### config.mk
export PLATFORM = sky130hd
export DESIGN_NAME = window_linear_trend_forecast_core_flat
export DESIGN_NICKNAME = d
export VERILOG_FILES = /design/src/design/wltf_pkg.sv /design/src/design/wltf_if.sv /design/src/design/wltf_ram.sv /design/src/design/window_linear_trend_forecast_core.sv /design/src/flat_wrapper.sv
export SDC_FILE = /design/constraint.sdc
export NUM_CORES = 2
export LEC_CHECK = 0
export ABC_AREA = 1
export BUFFER_PORTS_ARGS = -buffer_cell sky130_fd_sc_hd__buf_4
export CORE_UTILIZATION = 30
export DETAILED_ROUTE_END_ITERATION = 12
export GPL_ROUTABILITY_DRIVEN = 0
export SLEW_MARGIN = 20
export SYNTH_ARGS = -nofsm -noshare
export SYNTH_HDL_FRONTEND = slang
export SYNTH_HIERARCHICAL = 1
export SYNTH_SLANG_ARGS = --single-unit
### constraint.sdc
create_clock -name i_clk -period 22.2 [get_ports i_clk]
set_input_delay 4.44 -clock i_clk [delete_from_list [all_inputs] [get_ports i_clk]]
set_output_delay 4.44 -clock i_clk [all_outputs]
set_load 0.1 [all_outputs]
### src/design/wltf_pkg.sv
// ----------------------------------------------------------------------------
// wltf_pkg: shared widths and constants of the windowed linear trend forecaster
// Holds the payload and slope widths, clamp reset value and minimum fit count.
// ----------------------------------------------------------------------------
`default_nettype none

package wltf_pkg;

    // Sample, forecast and clamp register width
    localparam int SAMPLE_W = 16;

    // Least-squares slope is bounded by the full-scale sample span
    localparam int SLOPE_W = SAMPLE_W + 1;

    // Reset value of the forecast clamp register
    localparam logic [SAMPLE_W-1:0] MAX_FORECAST_RESET = 16'd500;

    // Fewest held samples that allow a line fit
    localparam int MIN_FIT_COUNT = 2;

endpackage : wltf_pkg

`default_nettype wire

### src/design/wltf_if.sv
// ----------------------------------------------------------------------------
// wltf_if: valid/ready channels of the windowed linear trend forecaster
// Sample input channel, result output channel and clamp register write channel.
// ----------------------------------------------------------------------------
`default_nettype none

interface wltf_sample_if;
    logic                          valid;
    logic                          ready;
    logic [wltf_pkg::SAMPLE_W-1:0] sample;

    modport source (output valid, output sample, input ready);
    modport sink   (input valid, input sample, output ready);
endinterface : wltf_sample_if

interface wltf_result_if;
    logic                          valid;
    logic                          ready;
    logic [wltf_pkg::SAMPLE_W-1:0] forecast;
    logic                          fitted;

    modport source (output valid, output forecast, output fitted, input ready);
    modport sink   (input valid, input forecast, input fitted, output ready);
endinterface : wltf_result_if

interface wltf_cfg_if;
    logic                          valid;
    logic                          ready;
    logic [wltf_pkg::SAMPLE_W-1:0] data;

    modport source (output valid, output data, input ready);
    modport sink   (input valid, input data, output ready);
endinterface : wltf_cfg_if

`default_nettype wire

### src/design/wltf_ram.sv
// ----------------------------------------------------------------------------
// wltf_ram: generic single-clock RAM, one write and one read port
// Read data is registered: it appears in the cycle after the read request.
// ----------------------------------------------------------------------------
`default_nettype none

module wltf_ram #(
    parameter int WIDTH = 16,
    parameter int DEPTH = 10
) (
    input  wire                             i_clk,
    input  wire                             i_wr_en,
    input  wire  [$clog2(DEPTH)-1:0]        i_wr_addr,
    input  wire  [WIDTH-1:0]                i_wr_data,
    input  wire                             i_rd_en,
    input  wire  [$clog2(DEPTH)-1:0]        i_rd_addr,
    output logic [WIDTH-1:0]                o_rd_data
);

    logic [WIDTH-1:0] r_mem [DEPTH];
    logic [WIDTH-1:0] r_rd_data;

    always_ff @(posedge i_clk) begin
        if (i_wr_en) begin
            r_mem[i_wr_addr] <= i_wr_data;
        end
        if (i_rd_en) begin
            r_rd_data <= r_mem[i_rd_addr];
        end
    end

    assign o_rd_data = r_rd_data;

endmodule : wltf_ram

`default_nettype wire

### src/design/window_linear_trend_forecast_core.sv
// ----------------------------------------------------------------------------
// window_linear_trend_forecast_core: sliding-window least-squares forecaster
//
// Usage:
//   i_sample  - one 16-bit reading per beat. Every accepted beat yields exactly
//               one result beat on o_result, in order.
//   o_result  - forecast plus fitted flag. fitted = 0 means the reading was
//               passed through (fewer than two readings held so far).
//   i_cfg     - write of the max_forecast clamp; always ready. Write only
//               while the block is idle.
// Operation:
//   Fewer than two held: the reading goes to the output register with no
//   fit. Otherwise the ring walk (one RAM read a cycle) sums the held
//   readings, then the bit-serial divider (DVW bits wide, 26 for WINDOW =
//   10) runs for the slope and then for the intercept, and the clamped
//   forecast goes to the output register. One item is in flight;
//   i_sample.ready is high in the idle state, also while an earlier result
//   still waits in o_result.
// Reset: ring empty, write pointer zero, clamp 500; ring contents not cleared.
// Stall: hold the result until taken; a finished item waits until it is free.
// ----------------------------------------------------------------------------
`default_nettype none

module window_linear_trend_forecast_core #(
    parameter int WINDOW = 10
) (
    input  wire             i_clk,
    input  wire             i_rst_n,
    wltf_sample_if.sink     i_sample,
    wltf_result_if.source   o_result,
    wltf_cfg_if.sink        i_cfg
);

    localparam int SW    = wltf_pkg::SAMPLE_W;
    localparam int SLW   = wltf_pkg::SLOPE_W;
    // ring address and held-count widths
    localparam int AW    = $clog2(WINDOW);
    localparam int OW    = AW + 1;
    localparam int NW    = $clog2(WINDOW + 1);
    // bounds of the running sums over x = 0..n-1 and y < 2^SW
    localparam int SXW   = $clog2(WINDOW * (WINDOW - 1) / 2 + 1);
    localparam int SXXW  = $clog2((WINDOW - 1) * WINDOW * (2 * WINDOW - 1) / 6 + 1);
    localparam int SYW   = SW + NW;
    localparam int SXYW  = SW + SXW;
    localparam int XYW   = AW + SW;
    // divider magnitude width and signed working width
    localparam int DVW   = NW + SXYW;
    localparam int NUMW  = DVW + 1;
    localparam int CW    = $clog2(DVW);

    typedef enum logic [3:0] {
        S_IDLE,
        S_READ,
        S_PROD,
        S_DIFF,
        S_DIV,
        S_QUOT,
        S_SCALE,
        S_LOAD2,
        S_PRED,
        S_CLAMP,
        S_DONE
    } t_state;

    t_state r_state;

    // persistent state
    logic [AW-1:0]          r_wp;
    logic [NW-1:0]          r_count;
    logic [SW-1:0]          r_max_forecast;

    // walk over the held readings
    logic [AW-1:0]          r_rd_addr;
    logic [NW-1:0]          r_rd_k;
    logic                   r_acc_en;
    logic [AW-1:0]          r_acc_x;
    logic [SXW-1:0]         r_sx;
    logic [SXXW-1:0]        r_sxx;
    logic [SYW-1:0]         r_sy;
    logic [SXYW-1:0]        r_sxy;

    // products and fit terms
    logic [NW+SXXW-1:0]     r_p_nsxx;
    logic [2*SXW-1:0]       r_p_sxsx;
    logic [DVW-1:0]         r_p_nsxy;
    logic [DVW-1:0]         r_p_sxsy;
    logic signed [SLW-1:0]  r_slope;
    logic signed [SLW+SXW:0] r_prod2;
    logic signed [NUMW-1:0] r_icpt;
    logic signed [NUMW-1:0] r_pred;

    // bit-serial divider, shared by slope and intercept
    logic [DVW-1:0]         r_rem;
    logic [DVW-1:0]         r_quo;
    logic [DVW-1:0]         r_dvs;
    logic                   r_neg;
    logic [CW-1:0]          r_div_cnt;
    logic                   r_second;

    // held result and output register
    logic [SW-1:0]          r_res;
    logic                   r_res_fitted;
    logic                   r_out_valid;
    logic [SW-1:0]          r_out_forecast;
    logic                   r_out_fitted;

    // combinational next values
    logic                   n_accept;
    logic [AW-1:0]          n_wp;
    logic [NW-1:0]          n_count;
    logic [OW-1:0]          n_old_sum;
    logic [AW-1:0]          n_oldest;
    logic [AW-1:0]          n_rd_addr;
    logic                   n_rd_en;
    logic [SW-1:0]          n_rd_data;
    logic [XYW-1:0]         n_xy;
    logic [2*AW-1:0]        n_xx;
    logic signed [NUMW-1:0] n_den;
    logic signed [NUMW-1:0] n_num;
    logic signed [NUMW-1:0] n_num_mag;
    logic signed [NUMW-1:0] n_e;
    logic signed [NUMW-1:0] n_e_mag;
    logic [DVW:0]           n_shift;
    logic [DVW:0]           n_trial;
    logic signed [NUMW-1:0] n_q;
    logic signed [SLW+NW:0] n_sn;
    logic                   n_out_free;
    logic                   n_out_load;

    assign n_accept   = i_sample.valid && i_sample.ready;
    assign n_out_free = !r_out_valid || o_result.ready;
    assign n_out_load = (r_state == S_DONE) && n_out_free;

    // advance the write pointer and the held count with wrap/saturation
    assign n_wp    = (r_wp == AW'(WINDOW - 1)) ? '0 : r_wp + 1'b1;
    assign n_count = (r_count == NW'(WINDOW)) ? r_count : r_count + 1'b1;

    // oldest held slot after this write: (wp_next - count_next) mod WINDOW
    assign n_old_sum = OW'(n_wp) + OW'(WINDOW) - OW'(n_count);
    assign n_oldest  = (n_old_sum >= OW'(WINDOW)) ? AW'(n_old_sum - OW'(WINDOW))
                                                  : AW'(n_old_sum);

    assign n_rd_addr = (r_rd_addr == AW'(WINDOW - 1)) ? '0 : r_rd_addr + 1'b1;
    assign n_rd_en   = (r_state == S_READ) && (r_rd_k != r_count);

    wltf_ram #(
        .WIDTH (SW),
        .DEPTH (WINDOW)
    ) u_ring (
        .i_clk     (i_clk),
        .i_wr_en   (n_accept),
        .i_wr_addr (r_wp),
        .i_wr_data (i_sample.sample),
        .i_rd_en   (n_rd_en),
        .i_rd_addr (r_rd_addr),
        .o_rd_data (n_rd_data)
    );

    assign n_xy = XYW'(r_acc_x) * XYW'(n_rd_data);
    assign n_xx = (2*AW)'(r_acc_x) * (2*AW)'(r_acc_x);

    // den = n*Sxx - Sx^2, num = n*Sxy - Sx*Sy
    assign n_den     = signed'({1'b0, DVW'(r_p_nsxx)}) - signed'({1'b0, DVW'(r_p_sxsx)});
    assign n_num     = signed'({1'b0, r_p_nsxy}) - signed'({1'b0, r_p_sxsy});
    assign n_num_mag = n_num[NUMW-1] ? -n_num : n_num;

    // intercept dividend: Sy - slope*Sx
    assign n_e     = signed'(NUMW'(r_sy)) - NUMW'(r_prod2);
    assign n_e_mag = n_e[NUMW-1] ? -n_e : n_e;

    // one restoring step: shift in the next dividend bit, try the subtract
    assign n_shift = {r_rem, r_quo[DVW-1]};
    assign n_trial = n_shift - {1'b0, r_dvs};

    // apply the sign: truncation toward zero
    assign n_q  = r_neg ? -signed'({1'b0, r_quo}) : signed'({1'b0, r_quo});
    assign n_sn = r_slope * signed'({1'b0, r_count});

    assign i_sample.ready   = (r_state == S_IDLE);
    assign i_cfg.ready      = 1'b1;
    assign o_result.valid    = r_out_valid;
    assign o_result.forecast = r_out_forecast;
    assign o_result.fitted   = r_out_fitted;

    always_ff @(posedge i_clk) begin
        if (!i_rst_n) begin
            r_state        <= S_IDLE;
            r_wp           <= '0;
            r_count        <= '0;
            r_max_forecast <= wltf_pkg::MAX_FORECAST_RESET;
            r_acc_en       <= 1'b0;
            r_out_valid    <= 1'b0;
        end else begin
            if (i_cfg.valid) begin
                r_max_forecast <= i_cfg.data;
            end

            // load a finished result, else drop the output beat once taken
            if (n_out_load) begin
                r_out_valid <= 1'b1;
            end else if (r_out_valid && o_result.ready) begin
                r_out_valid <= 1'b0;
            end

            unique case (r_state)
                S_IDLE: begin
                    if (n_accept) begin
                        r_wp      <= n_wp;
                        r_count   <= n_count;
                        r_res     <= i_sample.sample;
                        r_res_fitted <= 1'b0;
                        r_rd_addr <= n_oldest;
                        r_rd_k    <= '0;
                        r_acc_en  <= 1'b0;
                        r_sx      <= '0;
                        r_sxx     <= '0;
                        r_sy      <= '0;
                        r_sxy     <= '0;
                        if (n_count < NW'(wltf_pkg::MIN_FIT_COUNT)) begin
                            r_state <= S_DONE;
                        end else begin
                            r_state <= S_READ;
                        end
                    end
                end

                S_READ: begin
                    // issue one read a cycle, accumulate the previous one
                    if (r_acc_en) begin
                        r_sx  <= r_sx + SXW'(r_acc_x);
                        r_sxx <= r_sxx + SXXW'(n_xx);
                        r_sy  <= r_sy + SYW'(n_rd_data);
                        r_sxy <= r_sxy + SXYW'(n_xy);
                    end
                    if (n_rd_en) begin
                        r_rd_addr <= n_rd_addr;
                        r_rd_k    <= r_rd_k + 1'b1;
                        r_acc_x   <= AW'(r_rd_k);
                        r_acc_en  <= 1'b1;
                    end else begin
                        r_acc_en  <= 1'b0;
                        r_state   <= S_PROD;
                    end
                end

                S_PROD: begin
                    r_p_nsxx <= (NW+SXXW)'(r_count) * (NW+SXXW)'(r_sxx);
                    r_p_sxsx <= (2*SXW)'(r_sx) * (2*SXW)'(r_sx);
                    r_p_nsxy <= DVW'(r_count) * DVW'(r_sxy);
                    r_p_sxsy <= DVW'(r_sx) * DVW'(r_sy);
                    r_state  <= S_DIFF;
                end

                S_DIFF: begin
                    if (n_den[NUMW-1] || (n_den == '0)) begin
                        // degenerate fit: pass the reading through
                        r_state <= S_DONE;
                    end else begin
                        r_rem     <= '0;
                        r_quo     <= n_num_mag[DVW-1:0];
                        r_dvs     <= n_den[DVW-1:0];
                        r_neg     <= n_num[NUMW-1];
                        r_div_cnt <= '0;
                        r_second  <= 1'b0;
                        r_state   <= S_DIV;
                    end
                end

                S_DIV: begin
                    if (!n_trial[DVW]) begin
                        r_rem <= n_trial[DVW-1:0];
                    end else begin
                        r_rem <= n_shift[DVW-1:0];
                    end
                    r_quo     <= {r_quo[DVW-2:0], ~n_trial[DVW]};
                    r_div_cnt <= r_div_cnt + 1'b1;
                    if (r_div_cnt == CW'(DVW - 1)) begin
                        r_state <= S_QUOT;
                    end
                end

                S_QUOT: begin
                    if (!r_second) begin
                        // slope fits in SLW bits: its size is bounded by the sample span
                        r_slope <= SLW'(n_q);
                        r_state <= S_SCALE;
                    end else begin
                        r_icpt  <= n_q;
                        r_state <= S_PRED;
                    end
                end

                S_SCALE: begin
                    r_prod2 <= r_slope * signed'({1'b0, r_sx});
                    r_state <= S_LOAD2;
                end

                S_LOAD2: begin
                    r_rem     <= '0;
                    r_quo     <= n_e_mag[DVW-1:0];
                    r_dvs     <= DVW'(r_count);
                    r_neg     <= n_e[NUMW-1];
                    r_div_cnt <= '0;
                    r_second  <= 1'b1;
                    r_state   <= S_DIV;
                end

                S_PRED: begin
                    r_pred  <= NUMW'(n_sn) + r_icpt;
                    r_state <= S_CLAMP;
                end

                S_CLAMP: begin
                    priority if (r_pred[NUMW-1]) begin
                        r_res <= '0;
                    end else if (r_pred > signed'(NUMW'(r_max_forecast))) begin
                        r_res <= r_max_forecast;
                    end else begin
                        r_res <= r_pred[SW-1:0];
                    end
                    r_res_fitted <= 1'b1;
                    r_state      <= S_DONE;
                end

                S_DONE: begin
                    // hold until the output register is free
                    if (n_out_free) begin
                        r_out_forecast <= r_res;
                        r_out_fitted   <= r_res_fitted;
                        r_state        <= S_IDLE;
                    end
                end

                default: begin
                    r_state <= S_IDLE;
                end
            endcase
        end
    end

endmodule : window_linear_trend_forecast_core

`default_nettype wire
### src/flat_wrapper.sv
// flat-port wrapper written by rule: the top's interface ports become plain ports
module window_linear_trend_forecast_core_flat 
#(
    parameter int WINDOW = 10
)
  (i_clk, i_rst_n, i_sample_valid, i_sample_sample, i_sample_ready, o_result_valid, o_result_forecast, o_result_fitted, o_result_ready, i_cfg_valid, i_cfg_data, i_cfg_ready);
  wltf_sample_if i_sample_i ();
  wltf_result_if o_result_i ();
  wltf_cfg_if i_cfg_i ();
  input  wire i_clk;
  input  wire i_rst_n;
  input wire logic [$bits(i_sample_i.valid)-1:0] i_sample_valid;
  input wire logic [$bits(i_sample_i.sample)-1:0] i_sample_sample;
  output wire logic [$bits(i_sample_i.ready)-1:0] i_sample_ready;
  output wire logic [$bits(o_result_i.valid)-1:0] o_result_valid;
  output wire logic [$bits(o_result_i.forecast)-1:0] o_result_forecast;
  output wire logic [$bits(o_result_i.fitted)-1:0] o_result_fitted;
  input wire logic [$bits(o_result_i.ready)-1:0] o_result_ready;
  input wire logic [$bits(i_cfg_i.valid)-1:0] i_cfg_valid;
  input wire logic [$bits(i_cfg_i.data)-1:0] i_cfg_data;
  output wire logic [$bits(i_cfg_i.ready)-1:0] i_cfg_ready;
  assign i_sample_i.valid = i_sample_valid;
  assign i_sample_i.sample = i_sample_sample;
  assign i_sample_ready = i_sample_i.ready;
  assign o_result_valid = o_result_i.valid;
  assign o_result_forecast = o_result_i.forecast;
  assign o_result_fitted = o_result_i.fitted;
  assign o_result_i.ready = o_result_ready;
  assign i_cfg_i.valid = i_cfg_valid;
  assign i_cfg_i.data = i_cfg_data;
  assign i_cfg_ready = i_cfg_i.ready;
  window_linear_trend_forecast_core #(.WINDOW(WINDOW)) u_core (.i_clk(i_clk), .i_rst_n(i_rst_n), .i_sample(i_sample_i), .o_result(o_result_i), .i_cfg(i_cfg_i));
endmodule
==> metrics.txt <==
average routed wire per standard cell=15.2 um; post-CTS setup buffers=0; fraction of layout instances using a drive strength above 1=0.0450; CP Capture Type=primary output; Main synth FF type=edfxtp_1; post-synthesis sequential area ratio=0.336; number of remaining DRC errors=0; Slew @ Worst Pin=1.17 ns; CTS Root Buffer Type=clkbuf_16; clock tree buffer depth=3; kind of start point of the critical path=register; vertical extent of the die=404 um; floorplan die area=0.163 mm^2; NumNets Final=6752; PnR worst setup slack=15.74 ns; antenna violations before repair=6; layout overhead on the synthesized area=10.0%; final std cells w/o fill=8228; placed cell count=8113; final total negative setup slack=0 ns; total count of hold-check failures in the final report=0; syn avg cell area=8.06 um^2; vias after detailed routing=37900; total leakage power=27.4 nW; gate count after technology mapping=6020; hold_buf cts=0; utilization after layout=0.333; GRT Overall Usage=0.154; min-delay worst type=reg2reg; Warnings, synthesis=6; required time reported for the critical path endpoint=17.76 ns; CTS clock-pin slew for the worst setup and hold paths=0.06 ns; critical path arrival=2.02 ns; R2R setup slack=16.89 ns; remaining antenna violation count after routing=0; post-synthesis instance area=0.0485 mm^2; power per cell area=144 mW/mm^2; quantity of I/O buffers inserted on ports=55; number of gates resized after CTS=0; unrepaired setup endpoints after global routing=false; sink count of the clock tree=553; first-pass iteration count of the detailed router=5; count of state elements after synthesis=553; Final Slew Violations=0; tightest slew margin relative to the limit=0.222; H-tree depth=2; worst setup skew after layout=0.102 ns; initial core utilization=0.302; count of boundary I/O pins=57; worst-case setup slack after placement=15.87 ns; clock buffer count from CTS=61; clock latency at the later pin of the worst-skew pair=0.72 ns; Min Clock Period, post-route=6.46 ns; final design instance area without fill=0.0534 mm^2; Starting DRT DRC Count=2786; core area=0.161 mm^2; number of global-route vias before repair=37400; Vias per Instance=4.61; wire length of the first global-routing pass=201000 um; most common library cell in the layout ignoring fill and taps=inv_1; Async S/R FF share, synth=0; placed instance area=0.0513 mm^2; result of the run=finished, final reports clean; highest fanout seen on the critical path=6; maximum number of pins on one net before global-route repair=84; count of different cell masters after synthesis=55; fill cell count=16700; worst vdd rail ir drop=0.000132 V; max capacitance violation total=0; clock tree from TritonCTS=built; most frequent cells in the layout=inv_1, nand2_1, edfxtp_1; worst setup path category=reg2out; width of the chip=404 um; highest achievable clock rate=155 MHz; total half-perimeter wirelength after legalization and detailed placement=96400 um; sum of overflow across all layers after global routing=0; Setup-failing EPs final=0; number of synthesized flops with an enable pin=523; wirelength, routed=125000 um; Final Cycle Share=0.291; net count after synthesis=6756; row count=147
==> critical path: stages, from the launching register on <==
cell and delay [ns]:
dfxtp_1 0.36, nor2_1 0.18, inv_1 0.09, nor2_1 0.34, buf_4 0.39
==> metrics by stage <==
| stage | power (mW) | hold slack (ns) |
|---|---|---|
| 3_3_place_gp | 6.53 | 0.412 |
| 2_1_floorplan | 5.36 | 0.400 |
| 3_5_place_dp | 6.60 | 0.407 |
| 4_1_cts | 7.71 | 0.421 |
| 6_report | 7.67 | 0.420 |
| 5_1_grt | 8.49 | 0.423 |
==> metal layers <==
metal	vias up	share of wire	GRT usage
li1	18900	-	-
met1	18000	0.47	0.215
met2	884	0.46	0.252
met3	160	0.051	0.0167
met4	6	0.020	0.0353
met5	-	0.00026	0
==> state kept, by name (all words and copies together) (netlist names), 9 cells and up <==
| signal | cells |
|---|---|
| u_core/r_p_nsxy | 26 |
| u_core/r_slope | 17 |
| u_core/r_sy | 20 |
| u_core/r_max_forecast | 16 |
| u_core/u_ring/r_mem | 160 |
| u_core/r_rem | 26 |
| u_core/r_icpt | 27 |
| u_core/r_res | 16 |
| u_core/r_sxy | 22 |
| u_core/r_p_sxsy | 26 |
| u_core/o_result.forecast | 16 |
| u_core/r_sxx | 9 |
| u_core/r_pred | 27 |
| u_core/r_p_nsxx | 13 |
| u_core/r_quo | 26 |
| u_core/r_p_sxsx | 11 |
| u_core/u_ring/o_rd_data | 16 |
| u_core/r_dvs | 14 |
| u_core/r_prod2 | 24 |
==> path summary, 6_finish.rpt <==
check                            startpoint                                     end  cells past startpoint
min reg2reg      u_core/r_res[13]$_DFFE_PP_  u_core/o_result.forecast[13]$_DFFE_PP_                      0
max reg2reg    u_core/r_sx[3]$_SDFFCE_PN0P_            u_core/r_prod2[23]$_DFFE_PP_                     20
min              u_core/r_res[13]$_DFFE_PP_  u_core/o_result.forecast[13]$_DFFE_PP_                      0
max          u_core/r_state[1]$_SDFFE_PN0P_                          i_sample_ready                      4
==> cell families (layout without fill, tap and decap cells) <==
kind of cell | after synthesis | count (layout) | share of synthesized area
adder cells (fa/ha/maj) | 699 | 699 | 0.230
flip-flops | 553 | 553 | 0.336
other | 1 | 3 | 0.0000773
buffers and inverters | 1593 | 1639 | 0.126
AO/OA/AOI/OAI | 739 | 739 | 0.0828
AND/OR/NAND/NOR | 2248 | 2248 | 0.191
XOR/XNOR | 187 | 187 | 0.0337
==> final cells by class <==
type                    count  area, um^2  area share
multi-input cells        3874       26200       0.491
flip-flops and latches    553       16300       0.305
inverters                1431        5380       0.101
well taps                2160        2700      0.0506
clock buffers              75        1600      0.0299
repair buffers             95         713      0.0134
clock inverters            38         497     0.00930
diodes                      2        5.00   0.0000937
==> synth_stat cells, types with 2 or more instances <==
library cell | instances | share of area
a211oi_1 | 5 | 0.00077
a21boi_0 | 9 | 0.0014
a21o_1 | 13 | 0.0020
a21oi_1 | 345 | 0.036
a221oi_1 | 4 | 0.00072
a31oi_1 | 22 | 0.0028
and3_1 | 3 | 0.00039
buf_1 | 25 | 0.0019
buf_2 | 22 | 0.0023
buf_4 | 5 | 0.00077
buf_6 | 9 | 0.0021
clkbuf_1 | 101 | 0.0078
clkinv_1 | 2 | 0.00015
dfxtp_1 | 30 | 0.012
edfxtp_1 | 523 | 0.32
fa_1 | 325 | 0.13
ha_1 | 374 | 0.096
inv_1 | 1418 | 0.11
inv_2 | 10 | 0.00077
nand2_1 | 1414 | 0.11
nand2_2 | 21 | 0.0027
nand3_1 | 308 | 0.032
nand3_2 | 7 | 0.0014
nand3b_1 | 14 | 0.0022
nand4_1 | 55 | 0.0071
nor2_1 | 351 | 0.027
nor2_2 | 7 | 0.00090
nor2_4 | 3 | 0.00070
nor3_1 | 39 | 0.0040
nor3_2 | 3 | 0.00062
nor4_1 | 13 | 0.0017
o2111ai_1 | 6 | 0.0011
o211a_1 | 2 | 0.00041
o211ai_1 | 10 | 0.0015
o21a_1 | 15 | 0.0023
o21ai_0 | 270 | 0.028
o21bai_1 | 13 | 0.0020
o221ai_1 | 12 | 0.0022
o22ai_1 | 2 | 0.00026
o31ai_1 | 3 | 0.00046
or2_2 | 8 | 0.0010
xnor2_1 | 78 | 0.014
xor2_1 | 109 | 0.020
==> power breakdown <==
group	leakage [nW]	switching (mW)	internal, mW
registers	5.05	0.198	1.52
clock network	1.01	0.450	0.610
logic	21.3	3.17	1.73
(Power assumes the default switching activity.)
